==> config.mk <==
export PLATFORM = sky130hd
export DESIGN_NAME = swd_mem_ap_access_decoder_top
export DESIGN_NICKNAME = d
export VERILOG_FILES = /design/src/rtl/core/swdap_pkg.sv /design/src/rtl/core/swdap_parser.sv /design/src/rtl/core/swd_mem_ap_access_decoder_top.sv
export SDC_FILE = /design/constraint.sdc
export NUM_CORES = 1
export LEC_CHECK = 0
export ABC_AREA = 0
export BUFFER_PORTS_ARGS = -buffer_cell sky130_fd_sc_hd__buf_4
export CAP_MARGIN = 30
export CORE_AREA = 2 2 168 170
export CTS_CLUSTER_DIAMETER = 30
export CTS_CLUSTER_SIZE = 30
export DETAILED_ROUTE_END_ITERATION = 16
export DIE_AREA = 0 0 170 172
export PLACE_DENSITY = 0.81
export SYNTH_ARGS = -nofsm -noshare
export SYNTH_HDL_FRONTEND = slang
export SYNTH_HIERARCHICAL = 1
export SYNTH_SLANG_ARGS = --single-unit
==> constraint.sdc <==
create_clock -name clk -period 13.9 [get_ports clk]
set_input_delay 1.39 -clock clk [delete_from_list [all_inputs] [get_ports clk]]
set_output_delay 1.39 -clock clk [all_outputs]
set_load 0.01 [all_outputs]
==> src/rtl/core/swdap_pkg.sv <==
// Shared constants and types for the SWD MEM-AP access decoder.
`timescale 1ns / 1ps

package swdap_pkg;

	// Width of the timestamp ports and result time fields
	localparam int unsigned PORT_TIME_W = 48;
	// Default width over which timestamps wrap
	localparam int unsigned TIME_BITS_DEF = 48;

	// Symbol kinds
	localparam logic [3:0] KIND_START      = 4'd0;
	localparam logic [3:0] KIND_AP_NDP     = 4'd1;
	localparam logic [3:0] KIND_R_NW       = 4'd2;
	localparam logic [3:0] KIND_ADDRESS    = 4'd3;
	localparam logic [3:0] KIND_PARITY_OK  = 4'd4;
	localparam logic [3:0] KIND_PARITY_BAD = 4'd5;
	localparam logic [3:0] KIND_STOP       = 4'd6;
	localparam logic [3:0] KIND_PARK       = 4'd7;
	localparam logic [3:0] KIND_TURNAROUND = 4'd8;
	localparam logic [3:0] KIND_ACK        = 4'd9;
	localparam logic [3:0] KIND_DATA       = 4'd10;
	localparam logic [3:0] KIND_OTHER      = 4'd11;

	// Ack code for OK
	localparam logic [31:0] ACK_OK = 32'd1;

	// Register byte addresses
	localparam logic [7:0] REG_DRW_RDBUFF = 8'h0C;
	localparam logic [7:0] REG_TAR        = 8'h04;

	// One memory access as it leaves the parser
	typedef struct packed {
		logic                   fire;
		logic                   is_write;
		logic [31:0]            mem_address;
		logic [31:0]            mem_data;
		logic [PORT_TIME_W-1:0] access_start;
		logic [PORT_TIME_W-1:0] access_length;
	} swdap_result_t;

endpackage

==> src/rtl/core/swdap_parser.sv <==
// Packet sequencer: follows each SWD request and forms memory access results.
`timescale 1ns / 1ps

module swdap_parser #(
	parameter int unsigned TIME_W = swdap_pkg::TIME_BITS_DEF
) (
	input  logic                         clk,
	input  logic                         arst_n,
	input  logic                         accept,
	input  logic [3:0]                   symbol_kind,
	input  logic [31:0]                  symbol_value,
	input  logic [TIME_W-1:0]            symbol_start,
	input  logic [TIME_W-1:0]            symbol_end,
	output swdap_pkg::swdap_result_t     result
);
	import swdap_pkg::*;

	typedef enum logic [3:0] {
		ST_IDLE, ST_TYPE, ST_RW, ST_ADDRESS, ST_HDR_PARITY, ST_STOP, ST_PARK,
		ST_HDR_TURN, ST_ACK, ST_DATA_TURN, ST_DATA, ST_DATA_PARITY
	} step_t;

	step_t             step_q, step_d;
	logic [TIME_W-1:0] pkt_start_q, pkt_start_d;
	logic [TIME_W-1:0] acc_start_q, acc_start_d;
	logic [7:0]        reg_addr_q, reg_addr_d;
	logic [31:0]       data_q, data_d;
	logic [31:0]       tar_q, tar_d;
	logic              is_read_q, is_read_d;
	logic              is_ap_q, is_ap_d;
	logic              first_rd_q, first_rd_d;
	logic              mem_hit;
	logic [TIME_W-1:0] length;

	assign length = symbol_end - acc_start_q;

	always_comb begin
		step_d      = ST_IDLE;
		pkt_start_d = pkt_start_q;
		acc_start_d = acc_start_q;
		reg_addr_d  = reg_addr_q;
		data_d      = data_q;
		tar_d       = tar_q;
		is_read_d   = is_read_q;
		is_ap_d     = is_ap_q;
		first_rd_d  = first_rd_q;
		mem_hit     = 1'b0;
		case (step_q)
			ST_IDLE: begin
				if (symbol_kind == KIND_START) begin
					pkt_start_d = symbol_start;
					step_d      = ST_TYPE;
				end
			end
			ST_TYPE: begin
				if (symbol_kind == KIND_AP_NDP) begin
					is_ap_d = (symbol_value == 32'd1);
					step_d  = ST_RW;
				end
			end
			ST_RW: begin
				if (symbol_kind == KIND_R_NW) begin
					is_read_d = (symbol_value != 32'd0);
					step_d    = ST_ADDRESS;
				end
			end
			ST_ADDRESS: begin
				if (symbol_kind == KIND_ADDRESS) begin
					reg_addr_d = symbol_value[7:0];
					step_d     = ST_HDR_PARITY;
				end
			end
			ST_HDR_PARITY: begin
				if (symbol_kind == KIND_PARITY_OK)
					step_d = ST_STOP;
			end
			ST_STOP: begin
				if (symbol_kind == KIND_STOP)
					step_d = ST_PARK;
			end
			ST_PARK: begin
				if (symbol_kind == KIND_PARK)
					step_d = ST_HDR_TURN;
			end
			ST_HDR_TURN: begin
				if (symbol_kind == KIND_TURNAROUND)
					step_d = ST_ACK;
			end
			ST_ACK: begin
				if (symbol_kind == KIND_ACK && symbol_value == ACK_OK)
					step_d = is_read_q ? ST_DATA : ST_DATA_TURN;
			end
			ST_DATA_TURN: begin
				if (symbol_kind == KIND_TURNAROUND)
					step_d = ST_DATA;
			end
			ST_DATA: begin
				if (symbol_kind == KIND_DATA) begin
					data_d = symbol_value;
					step_d = ST_DATA_PARITY;
				end
			end
			ST_DATA_PARITY: begin
				if (symbol_kind == KIND_PARITY_OK) begin
					if (is_ap_q) begin
						if (reg_addr_q == REG_DRW_RDBUFF) begin
							// drop the posted read that follows a TAR write
							if (first_rd_q && is_read_q)
								first_rd_d = 1'b0;
							else
								mem_hit = 1'b1;
						end
						if (!is_read_q && reg_addr_q == REG_TAR) begin
							tar_d       = data_q;
							first_rd_d  = 1'b1;
							acc_start_d = pkt_start_q;
						end
					end else if (reg_addr_q == REG_DRW_RDBUFF) begin
						mem_hit = 1'b1;
					end
					if (mem_hit)
						acc_start_d = symbol_end;
				end
			end
			default: begin
				step_d = ST_IDLE;
			end
		endcase
	end

	always_ff @(posedge clk or negedge arst_n) begin
		if (!arst_n) begin
			step_q      <= ST_IDLE;
			pkt_start_q <= '0;
			acc_start_q <= '0;
			reg_addr_q  <= '0;
			data_q      <= '0;
			tar_q       <= '0;
			is_read_q   <= 1'b1;
			is_ap_q     <= 1'b0;
			first_rd_q  <= 1'b0;
		end else if (accept) begin
			step_q      <= step_d;
			pkt_start_q <= pkt_start_d;
			acc_start_q <= acc_start_d;
			reg_addr_q  <= reg_addr_d;
			data_q      <= data_d;
			tar_q       <= tar_d;
			is_read_q   <= is_read_d;
			is_ap_q     <= is_ap_d;
			first_rd_q  <= first_rd_d;
		end
	end

	always_comb begin
		result               = '0;
		result.fire          = accept & mem_hit;
		result.is_write      = ~is_read_q;
		result.mem_address   = tar_q;
		result.mem_data      = data_q;
		result.access_start  = PORT_TIME_W'(acc_start_q);
		result.access_length = PORT_TIME_W'(length);
	end

endmodule

==> src/rtl/core/swd_mem_ap_access_decoder_top.sv <==
// Top level of the SWD MEM-AP access decoder: symbol channel, parser, result register.
`timescale 1ns / 1ps
//
// Usage
//   Symbol channel (symbol_valid / symbol_stall): one decoded SWD symbol per request,
//   with its kind, value and start and end timestamps. A request is taken at a rising
//   edge where symbol_valid is high and symbol_stall is low.
//   Result channel (result_valid / result_stall): one memory access per completed AP
//   DRW or DP RDBUFF transfer, the posted read after a TAR write excepted. Most
//   symbols cause no result.
//   A result appears in the cycle after its data parity symbol is taken.
//   Throughput: one symbol per cycle while symbol_stall is low. The sequencer updates
//   state once per taken symbol; only the result register lies between the channels.
//   Stall: while a result is held and the receiver stalls, symbol_stall is raised and
//   the sequencer holds; symbols that are taken while the result register drains or
//   is empty advance the sequencer without a bubble.
//   Timestamps wrap at TIME_BITS (capped at the 48-bit port width); access_length is
//   the wrapped difference, zero-extended to 48 bits.
//   Reset (arst_n low, asynchronous): sequencer returns to idle, TAR and timestamps
//   clear, the read flag sets, and the result register empties.
//
module swd_mem_ap_access_decoder_top #(
	parameter int unsigned TIME_BITS = swdap_pkg::TIME_BITS_DEF
) (
	input  logic                               clk,
	input  logic                               arst_n,
	input  logic                               symbol_valid,
	output logic                               symbol_stall,
	input  logic [3:0]                         symbol_kind,
	input  logic [31:0]                        symbol_value,
	input  logic [swdap_pkg::PORT_TIME_W-1:0]  symbol_start,
	input  logic [swdap_pkg::PORT_TIME_W-1:0]  symbol_end,
	output logic                               result_valid,
	input  logic                               result_stall,
	output logic                               is_write,
	output logic [31:0]                        mem_address,
	output logic [31:0]                        mem_data,
	output logic [swdap_pkg::PORT_TIME_W-1:0]  access_start,
	output logic [swdap_pkg::PORT_TIME_W-1:0]  access_length
);
	import swdap_pkg::*;

	// Timestamps wrap at the narrower of TIME_BITS and the port width
	localparam int unsigned TIME_W = (TIME_BITS < PORT_TIME_W) ? TIME_BITS : PORT_TIME_W;

	logic          sym_accept;
	swdap_result_t res;
	logic          res_valid_q;
	swdap_result_t res_q;

	// Hold the symbol side only while a result waits and the receiver stalls
	assign symbol_stall = res_valid_q & result_stall;
	assign sym_accept   = symbol_valid & ~symbol_stall;

	swdap_parser #(
		.TIME_W (TIME_W)
	) u_parser (
		.clk          (clk),
		.arst_n       (arst_n),
		.accept       (sym_accept),
		.symbol_kind  (symbol_kind),
		.symbol_value (symbol_value),
		.symbol_start (symbol_start[TIME_W-1:0]),
		.symbol_end   (symbol_end[TIME_W-1:0]),
		.result       (res)
	);

	// Result register: load a new access, drop the old one once taken
	always_ff @(posedge clk or negedge arst_n) begin
		if (!arst_n) begin
			res_valid_q <= 1'b0;
		end else if (res.fire) begin
			res_valid_q <= 1'b1;
		end else if (!result_stall) begin
			res_valid_q <= 1'b0;
		end
	end

	always_ff @(posedge clk) begin
		if (res.fire) begin
			res_q <= res;
		end
	end

	assign result_valid  = res_valid_q;
	assign is_write      = res_q.is_write;
	assign mem_address   = res_q.mem_address;
	assign mem_data      = res_q.mem_data;
	assign access_start  = res_q.access_start;
	assign access_length = res_q.access_length;

	// A produced access always reaches the result register
	a_fire_lands: assert property (@(posedge clk) disable iff (!arst_n)
		res.fire |=> result_valid)
		else $error("produced access did not reach the result register");

	// The symbol side is only held back by a waiting result
	a_stall_cause: assert property (@(posedge clk) disable iff (!arst_n)
		symbol_stall |-> (result_valid && result_stall))
		else $error("symbol side stalled without a waiting result");

	// A held result is never overwritten by a new access
	a_no_overwrite: assert property (@(posedge clk) disable iff (!arst_n)
		(result_valid && result_stall) |-> !res.fire)
		else $error("new access produced while result held");

	// Time fields stay inside the wrap width
	a_time_range: assert property (@(posedge clk) disable iff (!arst_n)
		result_valid |-> ((access_length >> TIME_W) == '0 && (access_start >> TIME_W) == '0))
		else $error("result time field beyond the wrap width");

endmodule
Yosys cells after proc, flatten, opt, wreduce, memory -nomap -nowiden
Index checks and enable logic that the tools add are counted.
W data, S select, Z words.
{ "word_totals": {"reg_bits": 337, "in_bits": 136, "out_inout_bits": 163, "wordCells": 93} }
{ "op_classes": {"n_addsub": 1, "eq_ne": 24, "mux": 29, "n_bitwise": 5, "reduce_logical": 19} }
{ "op_table": {"columns": ["op", "n"], "rows": [
  ["$mux W48", 3],
  ["$sub A48 B48 Y48", 1],
  ["$pmux W4 S11", 1],
  ["$eq A32 B1 Y1 const B", 1],
  ["$reduce_bool A32 Y1", 1],
  ["$eq A4 B3 Y1 const B", 7],
  ["$eq A4 B4 Y1 const B", 7],
  ["$eq A4 B2 Y1 const B", 4],
  ["$mux W4", 4],
  ["$reduce_and A3 Y1", 5],
  ["$mux W1", 14],
  ["$mux W3", 4],
  ["$reduce_and A5 Y1", 2],
  ["$eq A4 B1 Y1 const B", 2],
  ["$eq A8 B3 Y1 const B", 1],
  ["$eq A8 B4 Y1 const B", 1],
  ["$logic_not A4 Y1", 2],
  ["$reduce_bool A2 Y1", 4],
  ["$mux W2", 3],
  ["$reduce_and A6 Y1", 1],
  ["$and A1 B1 Y1", 3],
  ["$logic_and A1 B1 Y1", 3],
  ["$ne A2 B1 Y1 const B", 1],
  ["$not A1 Y1", 2],
  ["$logic_not A1 Y1", 1]
]} }

Depth between registers and ports, before layout
Gate-level depths: netlist of the first run.
{ "depth": {"ltp_word": 10, "depth_mapped": 12, "ltp_nobuf": 12} }

By module
The synthesis of the first run kept the hierarchy.
{ "by_module_without_submodules": {"columns": ["mod", "instances", "cells_per_inst", "area_per_inst_um2", "seq_area_each_um2"], "rows": [
  ["swdap_parser", 1, 996, 10088.4, 4380.5],
  ["swd_mem_ap_access_decoder_top", 1, 165, 4880.9, 4859.7]
]} }

Worst setup path after synthesis of the first run
Ideal clock, no wire load.
{ "synth_path": {"kind": "input to register", "startpoint": "input symbol_valid", "endpoint": "register u_parser.acc_start_q[0]", "setup_time_ns": 0.132, "arrival_time_ns": 10.878, "required_time_ns": 13.768, "slack_ns": 2.890, "cell_stages": 10, "n_path_buf": 3, "path_cell_list": "a21boi_1 -> clkbuf_1 -> nand2b_1 -> nor4_1 -> nor2b_1 -> nor2_1 -> clkbuf_1 -> clkbuf_1 -> nand2_1 -> o21ai_1"} }
{ "synth_via": {"elab_chain_len": 2} }
{ "synth_lines": {"columns": ["element", "line_no", "rtl"], "rows": [
  ["from (decl)", "swd_mem_ap_access_decoder_top.sv:27", "input logic symbol_valid,"],
  ["$and A1 B1 Y1", "swd_mem_ap_access_decoder_top.sv:53", "assign sym_accept = symbol_valid & ~symbol_stall;"],
  ["$reduce_and A5 Y1 (no line)", null, null],
  ["to (signal assigned)", "swdap_parser.sv:145", "acc_start_q <= acc_start_d;"],
  ["to (decl)", "swdap_parser.sv:25", "logic [TIME_W-1:0] acc_start_q, acc_start_d;"]
]} }
No other way between the ends.
A chain may end at the register's enable or synchronous reset.

==> flow_summary.ini, run 1 <==
[placed_design]
place_area_sq_um = 17600
port_buffers = 298
hpwl_um = 25000
gp_congestion = 0.905

[logic_synthesis]
syn_inst = 1161
synth-seq-cells = 337
synth_ff_type = dfrtp_1
yosysSeqAreaShare_pct = 61.7
synth_edf_count = 161
synthesis.nets = 1345
async_reset_ff_share_pct = 52.2
synth_top_cell_area_share_pct = 32.3
synth_cell_types = 57
yosys-top-cells-area = edfxtp_1 32%, dfrtp_1 29%, mux2_2 9.0%, ha_1 3.9%, mux2i_1 3.1%
syn_avg_cell_area_sq_um = 12.9
yosys.area.top_type = edfxtp_1
syn_area_sq_um = 15000
synth_warnings = 6

[final_layout]
areaGrowthSynthToFinish_pct = 32.0
fin_nets = 1671
antenna_cells = 0
finish.instance_area_sq_um = 19800
drive_above_1_share_pct = 35.5

[route]
drcViolationCount = 0
totalWireLength_um = 36400
firstDrtPassIters = 5
via_per_inst = 5.58
wire_per_inst_um = 19.3
final_antenna_net_count = 0
vias = 10500
drtIter0Drc = 821

[clock_tree]
cts_root_buffer = clkbuf_16
htree_levels = 2
cts_buffers = 61
cts_setup_buffers = 0
insertion_delay_ns = 0.56
cts_tree = done
cts_buffer_depth = 3
cts_resized = 0
cts-hold-fix-buffers = 0
clkTransAtPathRegs_ns = 0.05
cts_sinks = 337

[setup_path]
cp_cell_sequence = buf_4 -> inv_1 -> ha_1 -> fa_1 -> nand2b_1 -> a21o_1 -> a2111oi_2 -> o2111a_1 -> o31ai_1 -> a21oi_1 -> o221ai_1 -> o21bai_1 -> xor2_1
crit_arrival_ns = 4.15
cp_data_required_time_ns = 14.19
endpoint_kind = flop
cpPeakStageDelay_ns = 0.41
timing.rr.start = u_parser/reg_addr_q[5]
cp_slowest_cell = fa_1
critPathLaunchType = input port
crit_fanout = 4
crit_type = input port to flop
reg2reg_to = u_parser/acc_start_q[26]
r2r_slack_ns = 10.55
r2r_cells = 11

[min_path]
min_to = mem_address[10]
hold_depth = 0
min_path_type = flop to flop
min_from = u_parser/tar_q[10]

[global_route]
gr-max-usage-layer = met2
grt_use_met2_pct = 42.7
use_met3_pct = 7.07
grt_pass1_wl_um = 56600
grt_max_degree = 97
antenna_found_initial = 0
grt_use_total_pct = 24.8
grt_overflow_total = 0
use_met1_pct = 31.0
grt_pass1_vias = 10700

[sta]
slew_headroom_pct = 34.6
finClkSkew_ns = 0.0183
tns_ns = 0
timing.fmax_mhz = 259
min_period_over_period_pct = 27.7
setup_viol = 0
rsz0062_at_grt = no
timing.final.hold_violations = 0
hold-worst-slack_ns = 0.443
worst_pin_slew_ns = 0.981
final_max_slew_viol_count = 0
fin_crit_ns = 3.86

[floorplanning]
dieArea_sq_um = 29200
start_util_pct = 54.5
fp.dieH_um = 172
core-area_sq_um = 27500
ios = 299
dieWidth_um = 170
fp-row-count = 61

[power_and_ir_drop]
finalPower_mw = 2.79
p_leak_nw = 9.18
pwr_density_cell_nw_per_um2 = 141
ir_drop_mv = 0.104

[outcome]
outcome = complete, no violations

[run]
max-cap-violations = 0
## worst max-delay path by stage
| stage | from | endpoint | slack (ns) | depth (start not counted) |
|---|---|---|---|---|
| 5_1_grt | symbol_end[0] | access_length[46] | 9.97 | 13 |
| 6_report | symbol_end[0] | access_length[46] | 10.04 | 13 |
| 3_5_place_dp | result_stall | u_parser/acc_start_q[22] | 9.39 | 10 |
| 4_1_cts | symbol_valid | u_parser/acc_start_q[26] | 9.99 | 10 |
| 3_3_place_gp | result_stall | u_parser/acc_start_q[23] | 9.51 | 10 |
| 2_1_floorplan | symbol_valid | u_parser/acc_start_q[0] | 2.89 | 10 |
## per-layer routing
layer  vias up  wire length [um]
li1       4904                 -
met1      5146             14600
met2       407             18100
met3        61              3020
met4         0               704
met5         -                 0
## where the power goes
group          internal, mW  leakage (nW)  switching [mW]
Clock                 0.976          1.02           0.503
Sequential             1.09          4.11          0.0240
Combinational        0.0998          4.04          0.0975
## sequential cells by signal, indices dropped and copies added, names as in the netlist
| register | flops |
|---|---|
| result_valid | 1 |
| u_parser/tar_q | 32 |
| mem_data | 32 |
| u_parser/is_read_q | 1 |
| u_parser/pkt_start_q | 48 |
| access_start | 48 |
| u_parser/is_ap_q | 1 |
| u_parser/first_rd_q | 1 |
| u_parser/data_q | 32 |
| mem_address | 32 |
| is_write | 1 |
| u_parser/step_q | 4 |
| u_parser/reg_addr_q | 8 |
| access_length | 48 |
| u_parser/acc_start_q | 48 |
## critical path: cells and delay by family
family                     cells  cell delay (ns)
AOI/OAI and AO/OA              7             1.73
xor gates and xnor gates       1             0.08
adders and majority gates      2             0.65
buffers and inverters          2             0.12
and+or+nand+nor                1             0.18
## layout by cell type, fill, tap and decap left out, drive strengths merged, types with 5 or more instances in the layout
cell type,synthesis,routed
edfxtp,161,161
clkbuf,42,80
a21o,31,31
and2,6,6
dfrtp,175,175
nor2,32,32
nor4,13,13
nand4,18,18
nand2b,5,5
nand2,95,95
bufinv,0,5
nand3,13,13
buf,4,308
o21a,7,7
o21bai,10,10
and3,5,5
mux2i,46,46
clkinv,0,13
mux2,119,119
xor2,23,23
o22ai,5,5
a31oi,8,8
xnor2,24,24
o211ai,6,6
a21oi,59,59
clkinvlp,0,6
a211oi,7,7
nor2b,6,6
nor3,9,9
inv,66,78
o21ai,86,86
ha,47,47
## kinds of logic after synthesis
kind of cell             count (synthesis)  share of synthesized area (%)
AO/OA/AOI/OAI                          241                           10.0
multiplexers                           165                           12.0
XOR/XNOR                                47                           2.75
buffers and inverters                  112                           2.84
adder cells (fa/ha/maj)                 48                           4.06
AND/OR/NAND/NOR                        211                           6.59
flip-flops                             337                           61.7
## final cells by class
class / instances / area (sq um)
Fill cell: 1847 / 7710
Multi-Input combinational cell: 712 / 5340
Tap cell: 346 / 433
Clock buffer: 79 / 1730
Clock inverter: 36 / 383
Inverter: 66 / 248
Timing Repair Buffer: 309 / 2390
Sequential cell: 337 / 9240
## Yosys cell counts (5+ instances only)
master,count
o21ai_1,53
o21ai_0,33
mux2i_1,46
inv_1,66
dfrtp_1,175
nand4_1,18
nor2b_1,5
o21bai_1,10
nor3_1,8
a21oi_1,59
a31oi_1,7
a211oi_1,6
xor2_1,23
o21a_1,7
and3_1,5
ha_1,47
edfxtp_1,161
o22ai_1,5
nor2_1,32
clkbuf_1,42
nand2b_1,5
nor4_1,13
xnor2_1,24
a21o_1,31
nand3_1,13
mux2_2,119
nand2_1,95
and2_1,6
## through the flow
stage	util [%]	std cells	worst slack, ns
final	71.9	1885	10.04
after global placement	63.9	1767	9.51
after global routing	71.9	1885	9.97
after detailed placement	64.1	1769	9.39
after floorplan	-	1161	2.89
after CTS	71.8	1884	9.99
(Power assumes the default switching activity.)
==> run 2, diff against run 1 <==
--- a/config.mk
+++ b/config.mk
@@ -8,12 +8,12 @@
 export ABC_AREA = 0
 export BUFFER_PORTS_ARGS = -buffer_cell sky130_fd_sc_hd__buf_4
 export CAP_MARGIN = 30
-export CORE_AREA = 2 2 168 170
+export CORE_AREA = 2 2 177 179
 export CTS_CLUSTER_DIAMETER = 30
 export CTS_CLUSTER_SIZE = 30
 export DETAILED_ROUTE_END_ITERATION = 16
-export DIE_AREA = 0 0 170 172
-export PLACE_DENSITY = 0.81
+export DIE_AREA = 0 0 179 181
+export PLACE_DENSITY = 0.77
 export SYNTH_ARGS = -nofsm -noshare
 export SYNTH_HDL_FRONTEND = slang
 export SYNTH_HIERARCHICAL = 1
==> constraint.sdc (replaced) <==
create_clock -name clk -period 3.4 [get_ports clk]
set_input_delay 0.34 -clock clk [delete_from_list [all_inputs] [get_ports clk]]
set_output_delay 0.34 -clock clk [all_outputs]
set_load 0.01 [all_outputs]
==> flow_summary.ini, run 2 (synthesis gave the netlist of run 1 again) <==
[setup_path]
crit_fanout = 4
cp_data_required_time_ns = 3.70
critPathLaunchType = flop
crit_arrival_ns = 3.47
cp_cell_sequence = ha_1 -> fa_1 -> nand2b_1 -> a21o_1 -> a2111oi_2 -> o2111a_1 -> o31ai_1 -> a21oi_1 -> o221ai_2 -> o21bai_1 -> xor2_1
r2r_slack_ns = 0.23
r2r_cells = 11
crit_type = flop to flop
endpoint_kind = flop
cpPeakStageDelay_ns = 0.44
cp_slowest_cell = fa_1

[clock_tree]
cts_buffer_depth = 3
cts_sinks = 337
cts_buffers = 68
cts_tree = done
cts_setup_buffers = 0
insertion_delay_ns = 0.57
clkTransAtPathRegs_ns = 0.05
cts_root_buffer = clkbuf_16
htree_levels = 3

[route]
vias = 10700
firstDrtPassIters = 6
wire_per_inst_um = 19.5
drtIter0Drc = 738
final_antenna_net_count = 0
totalWireLength_um = 38200
drcViolationCount = 0
via_per_inst = 5.43

[min_path]
hold_depth = 2
min_path_type = input port to flop

[sta]
fin_crit_ns = 3.17
timing.final.hold_violations = 0
finClkSkew_ns = 0.0230
setup_viol = 0
final_max_slew_viol_count = 0
min_period_over_period_pct = 93.3
rsz0062_at_grt = no
slew_headroom_pct = 34.4
fin_ws_ns = 0.227
worst_pin_slew_ns = 0.983
timing.fmax_mhz = 315

[final_layout]
areaGrowthSynthToFinish_pct = 35.4
mostFrequentLayoutCells = 306 x buf_4, 175 x dfrtp_1, 161 x edfxtp_1
drive_above_1_share_pct = 35.6
layout.cells.non_filler = 1965
final_common_cell = buf_4
fin_nets = 1697
fillers = 2197

[power_and_ir_drop]
pwr_density_cell_nw_per_um2 = 599
ir_drop_mv = 0.515
p_leak_nw = 9.37
finalPower_mw = 12.1

[global_route]
grt_overflow_total = 0
grt_pass1_wl_um = 59400
grt_pass1_vias = 11000
antenna_found_initial = 2
grt_max_degree = 97
grt_use_total_pct = 23.8

[placed_design]
hpwl_um = 25500
pre_cts_ws_ns = 0.0617
dp_cells = 1821
port_buffers = 298
gp_congestion = 0.900

[floorplanning]
dieArea_sq_um = 32400
ios = 299
fp-row-count = 64
start_util_pct = 49.3
fp.dieH_um = 181
dieWidth_um = 179
core-area_sq_um = 30300

[run]
max-cap-violations = 0

[outcome]
outcome = complete, no violations
==> run 2: final timing paths <==
kind                                          from                        to
max reg2reg                u_parser/acc_start_q[0]         access_length[46]
max in group asynchronous                   arst_n  u_parser/acc_start_q[40]
max                        u_parser/acc_start_q[0]         access_length[46]
min                               symbol_start[13]  u_parser/pkt_start_q[13]
min in group asynchronous                   arst_n  u_parser/acc_start_q[32]
min reg2reg                     u_parser/tar_q[20]           mem_address[20]
==> run 2: where the power goes <==
| part | switching (mW) | leakage, nW | internal [mW] |
|---|---|---|---|
| clock | 2.24 | 1.14 | 4.53 |
| combinational | 0.407 | 4.12 | 0.426 |
| sequential | 0.0984 | 4.11 | 4.44 |
| total | 2.74 | 9.37 | 9.40 |
==> run 2: stage by stage <==
step                      setup TNS (ns)  area (sq um)  util, %  hold WS, ns
after floorplan                  -138.91         15000        -       0.0444
after global placement                 0         17700     58.3        0.426
after detailed placement               0         17700     58.3        0.431
after CTS                              0         20300     66.7     0.000100
after global routing                   0         20300     66.8      0.00656
final                                  0         20300     66.8       0.0159
==> run 2: final cells by class <==
type,count,area (sq um),area share [%]
Sequential cell,337,9240,45.6
Multi-Input combinational cell,712,5360,26.4
Timing Repair Buffer,328,2550,12.6
Clock buffer,85,1860,9.17
Clock inverter,40,510,2.52
Tap cell,396,495,2.44
Inverter,66,248,1.22
Antenna cell,1,2.50,0.0123
==> run 2: timing repair <==
action	4_1_cts	5_1_grt
endpoints found under the hold margin	93	0
hold buffers	18	0
endpoints found under the setup margin	0	1
resized for setup	0	1
==> run 2: per-layer routing <==
layer  up-vias  routed length, um  track usage, %
li1       4955                  -               -
met1      5149              15300            29.4
met2       476              18400            39.1
met3        87               3490            7.81
met4         2                995            8.07
met5         -                 16               0
==> run 2: critical path, delay by kind of cell (launching register included) <==
kind | cells | cell delay (ns)
flops | 1 | 0.38
simple gates | 1 | 0.18
compound gates | 7 | 1.57
xor+xnor | 1 | 0.09
fa+ha+maj | 2 | 0.70
==> run 3, diff against run 2 <==
--- a/config.mk
+++ b/config.mk
@@ -8,12 +8,13 @@
 export ABC_AREA = 0
 export BUFFER_PORTS_ARGS = -buffer_cell sky130_fd_sc_hd__buf_4
 export CAP_MARGIN = 30
-export CORE_AREA = 2 2 177 179
+export CORE_AREA = 2 2 173 175
+export CTS_BUF_LIST = sky130_fd_sc_hd__clkbuf_2 sky130_fd_sc_hd__clkbuf_4 sky130_fd_sc_hd__clkbuf_8
 export CTS_CLUSTER_DIAMETER = 30
 export CTS_CLUSTER_SIZE = 30
 export DETAILED_ROUTE_END_ITERATION = 16
-export DIE_AREA = 0 0 179 181
-export PLACE_DENSITY = 0.77
+export DIE_AREA = 0 0 175 177
+export PLACE_DENSITY = 0.8
 export SYNTH_ARGS = -nofsm -noshare
 export SYNTH_HDL_FRONTEND = slang
 export SYNTH_HIERARCHICAL = 1
==> flow_summary.ini, run 3 (synthesis gave the netlist of run 1 again) <==
[power_and_ir_drop]
ir_drop_mv = 0.335
pwr_density_cell_nw_per_um2 = 489
p_leak_nw = 9.21

[min_path]
hold_depth = 3
min_path_type = input port to flop

[sta]
timing.final.hold_violations = 0
fin_ws_ns = 0.159
min_period_over_period_pct = 95.3
worst_pin_slew_ns = 1.02
rsz0062_at_grt = no
finClkSkew_ns = 0.0242
final_max_slew_viol_count = 0
fin_crit_ns = 3.24
timing.fmax_mhz = 309
slew_headroom_pct = 32.3
setup_viol = 0

[route]
totalWireLength_um = 38000
via_per_inst = 5.40
firstDrtPassIters = 5
vias = 10900
drcViolationCount = 0
drtIter0Drc = 730
final_antenna_net_count = 0
wire_per_inst_um = 18.8

[placed_design]
hpwl_um = 25200
gp_congestion = 0.948
dp_cells = 1815
port_buffers = 298
pre_cts_ws_ns = 0.0537

[clock_tree]
cts_root_buffer = clkbuf_8
cts_setup_buffers = 0
htree_levels = 2
cts_buffers = 61
cts_tree = done
cts_sinks = 337
clkTransAtPathRegs_ns = 0.07
cts_buffer_depth = 3
insertion_delay_ns = 0.60

[setup_path]
endpoint = access_length[46]
cp_data_required_time_ns = 3.74
endpoint_kind = flop
crit_arrival_ns = 3.59
critPathLaunchType = flop
r2r_slack_ns = 0.16
crit_fanout = 4
timing.rr.start = u_parser/acc_start_q[0]
r2r_cells = 11
startpoint = u_parser/acc_start_q[0]
crit_type = flop to flop
reg2reg_to = access_length[46]

[floorplanning]
ios = 299
fp-row-count = 63
fp.dieH_um = 177
dieWidth_um = 175
start_util_pct = 51.2
core-area_sq_um = 29200
dieArea_sq_um = 31000

[run]
max-cap-violations = 0

[final_layout]
drive_above_1_share_pct = 34.7
fin_nets = 1755
final_common_cell = buf_4
layout.cells.non_filler = 2017
final_util_pct = 68.4
mostFrequentLayoutCells = 306 x buf_4, 175 x dfrtp_1, 161 x edfxtp_1
areaGrowthSynthToFinish_pct = 33.6

[outcome]
outcome = complete, no violations

[global_route]
grt_use_total_pct = 24.4
grt_pass1_wl_um = 59600
grt_overflow_total = 0
antenna_found_initial = 5
grt_pass1_vias = 11200
grt_max_degree = 97
==> run 3: worst min-delay path by stage <==
stage | from | end
detailed placement | arst_n | u_parser/acc_start_q[32]
floorplan | arst_n | result_valid
global route | symbol_value[5] | u_parser/reg_addr_q[5]
finish | symbol_end[11] | u_parser/acc_start_q[11]
CTS | symbol_end[9] | u_parser/acc_start_q[9]
global placement | arst_n | u_parser/pkt_start_q[33]
==> run 3: layer usage <==
layer / share of wire (%) / track usage [%]
met1: 40 / 30.4
met2: 50 / 41.4
met3: 7.5 / 6.74
met4: 2.7 / 8.16
met5: 0.071 / 0
==> run 3: timing repair <==
action	4_1_cts	5_1_grt
resized for setup	0	2
hold buffers	83	0
endpoints found under the setup margin	0	2
endpoints found under the hold margin	160	0
==> run 3: layout make-up <==
| cell class | count | area, sq um |
|---|---|---|
| Clock inverter | 47 | 512 |
| Sequential cell | 337 | 9240 |
| Multi-Input combinational cell | 712 | 5370 |
| Tap cell | 390 | 488 |
| Fill cell | 1994 | 9250 |
| Inverter | 66 | 248 |
| Timing Repair Buffer | 393 | 3200 |
| Clock buffer | 69 | 925 |
| Antenna cell | 3 | 7.51 |
==> run 3: power by group <==
| part | leakage [nW] | internal, mW | switching [mW] |
|---|---|---|---|
| logic | 4.39 | 0.474 | 0.419 |
| clock network | 0.712 | 2.45 | 1.90 |
| registers | 4.11 | 4.43 | 0.0948 |
| total | 9.21 | 7.36 | 2.41 |
==> run 3: through the flow <==
step	hold WS (ns)	TNS [ns]	cell area, sq um	power [mW]
6_report	0.0339	0	20000	9.77
5_1_grt	0.00614	0	20000	10.1
4_1_cts	0.00181	0	20000	9.84
3_5_place_dp	0.428	0	17700	5.40
3_3_place_gp	0.427	0	17700	5.36
2_1_floorplan	0.0444	-138.91	15000	5.07
==> run 3: worst max-delay path, stage by stage (launching register included) <==
cell and delay (ns):
dfrtp_1 0.40, ha_1 0.26, fa_1 0.45, nand2b_1 0.18
a21o_1 0.21, a2111oi_4 0.32, o2111a_1 0.30, o31ai_2 0.12
a21oi_1 0.19, o221ai_1 0.24, o21bai_1 0.23, xor2_1 0.09
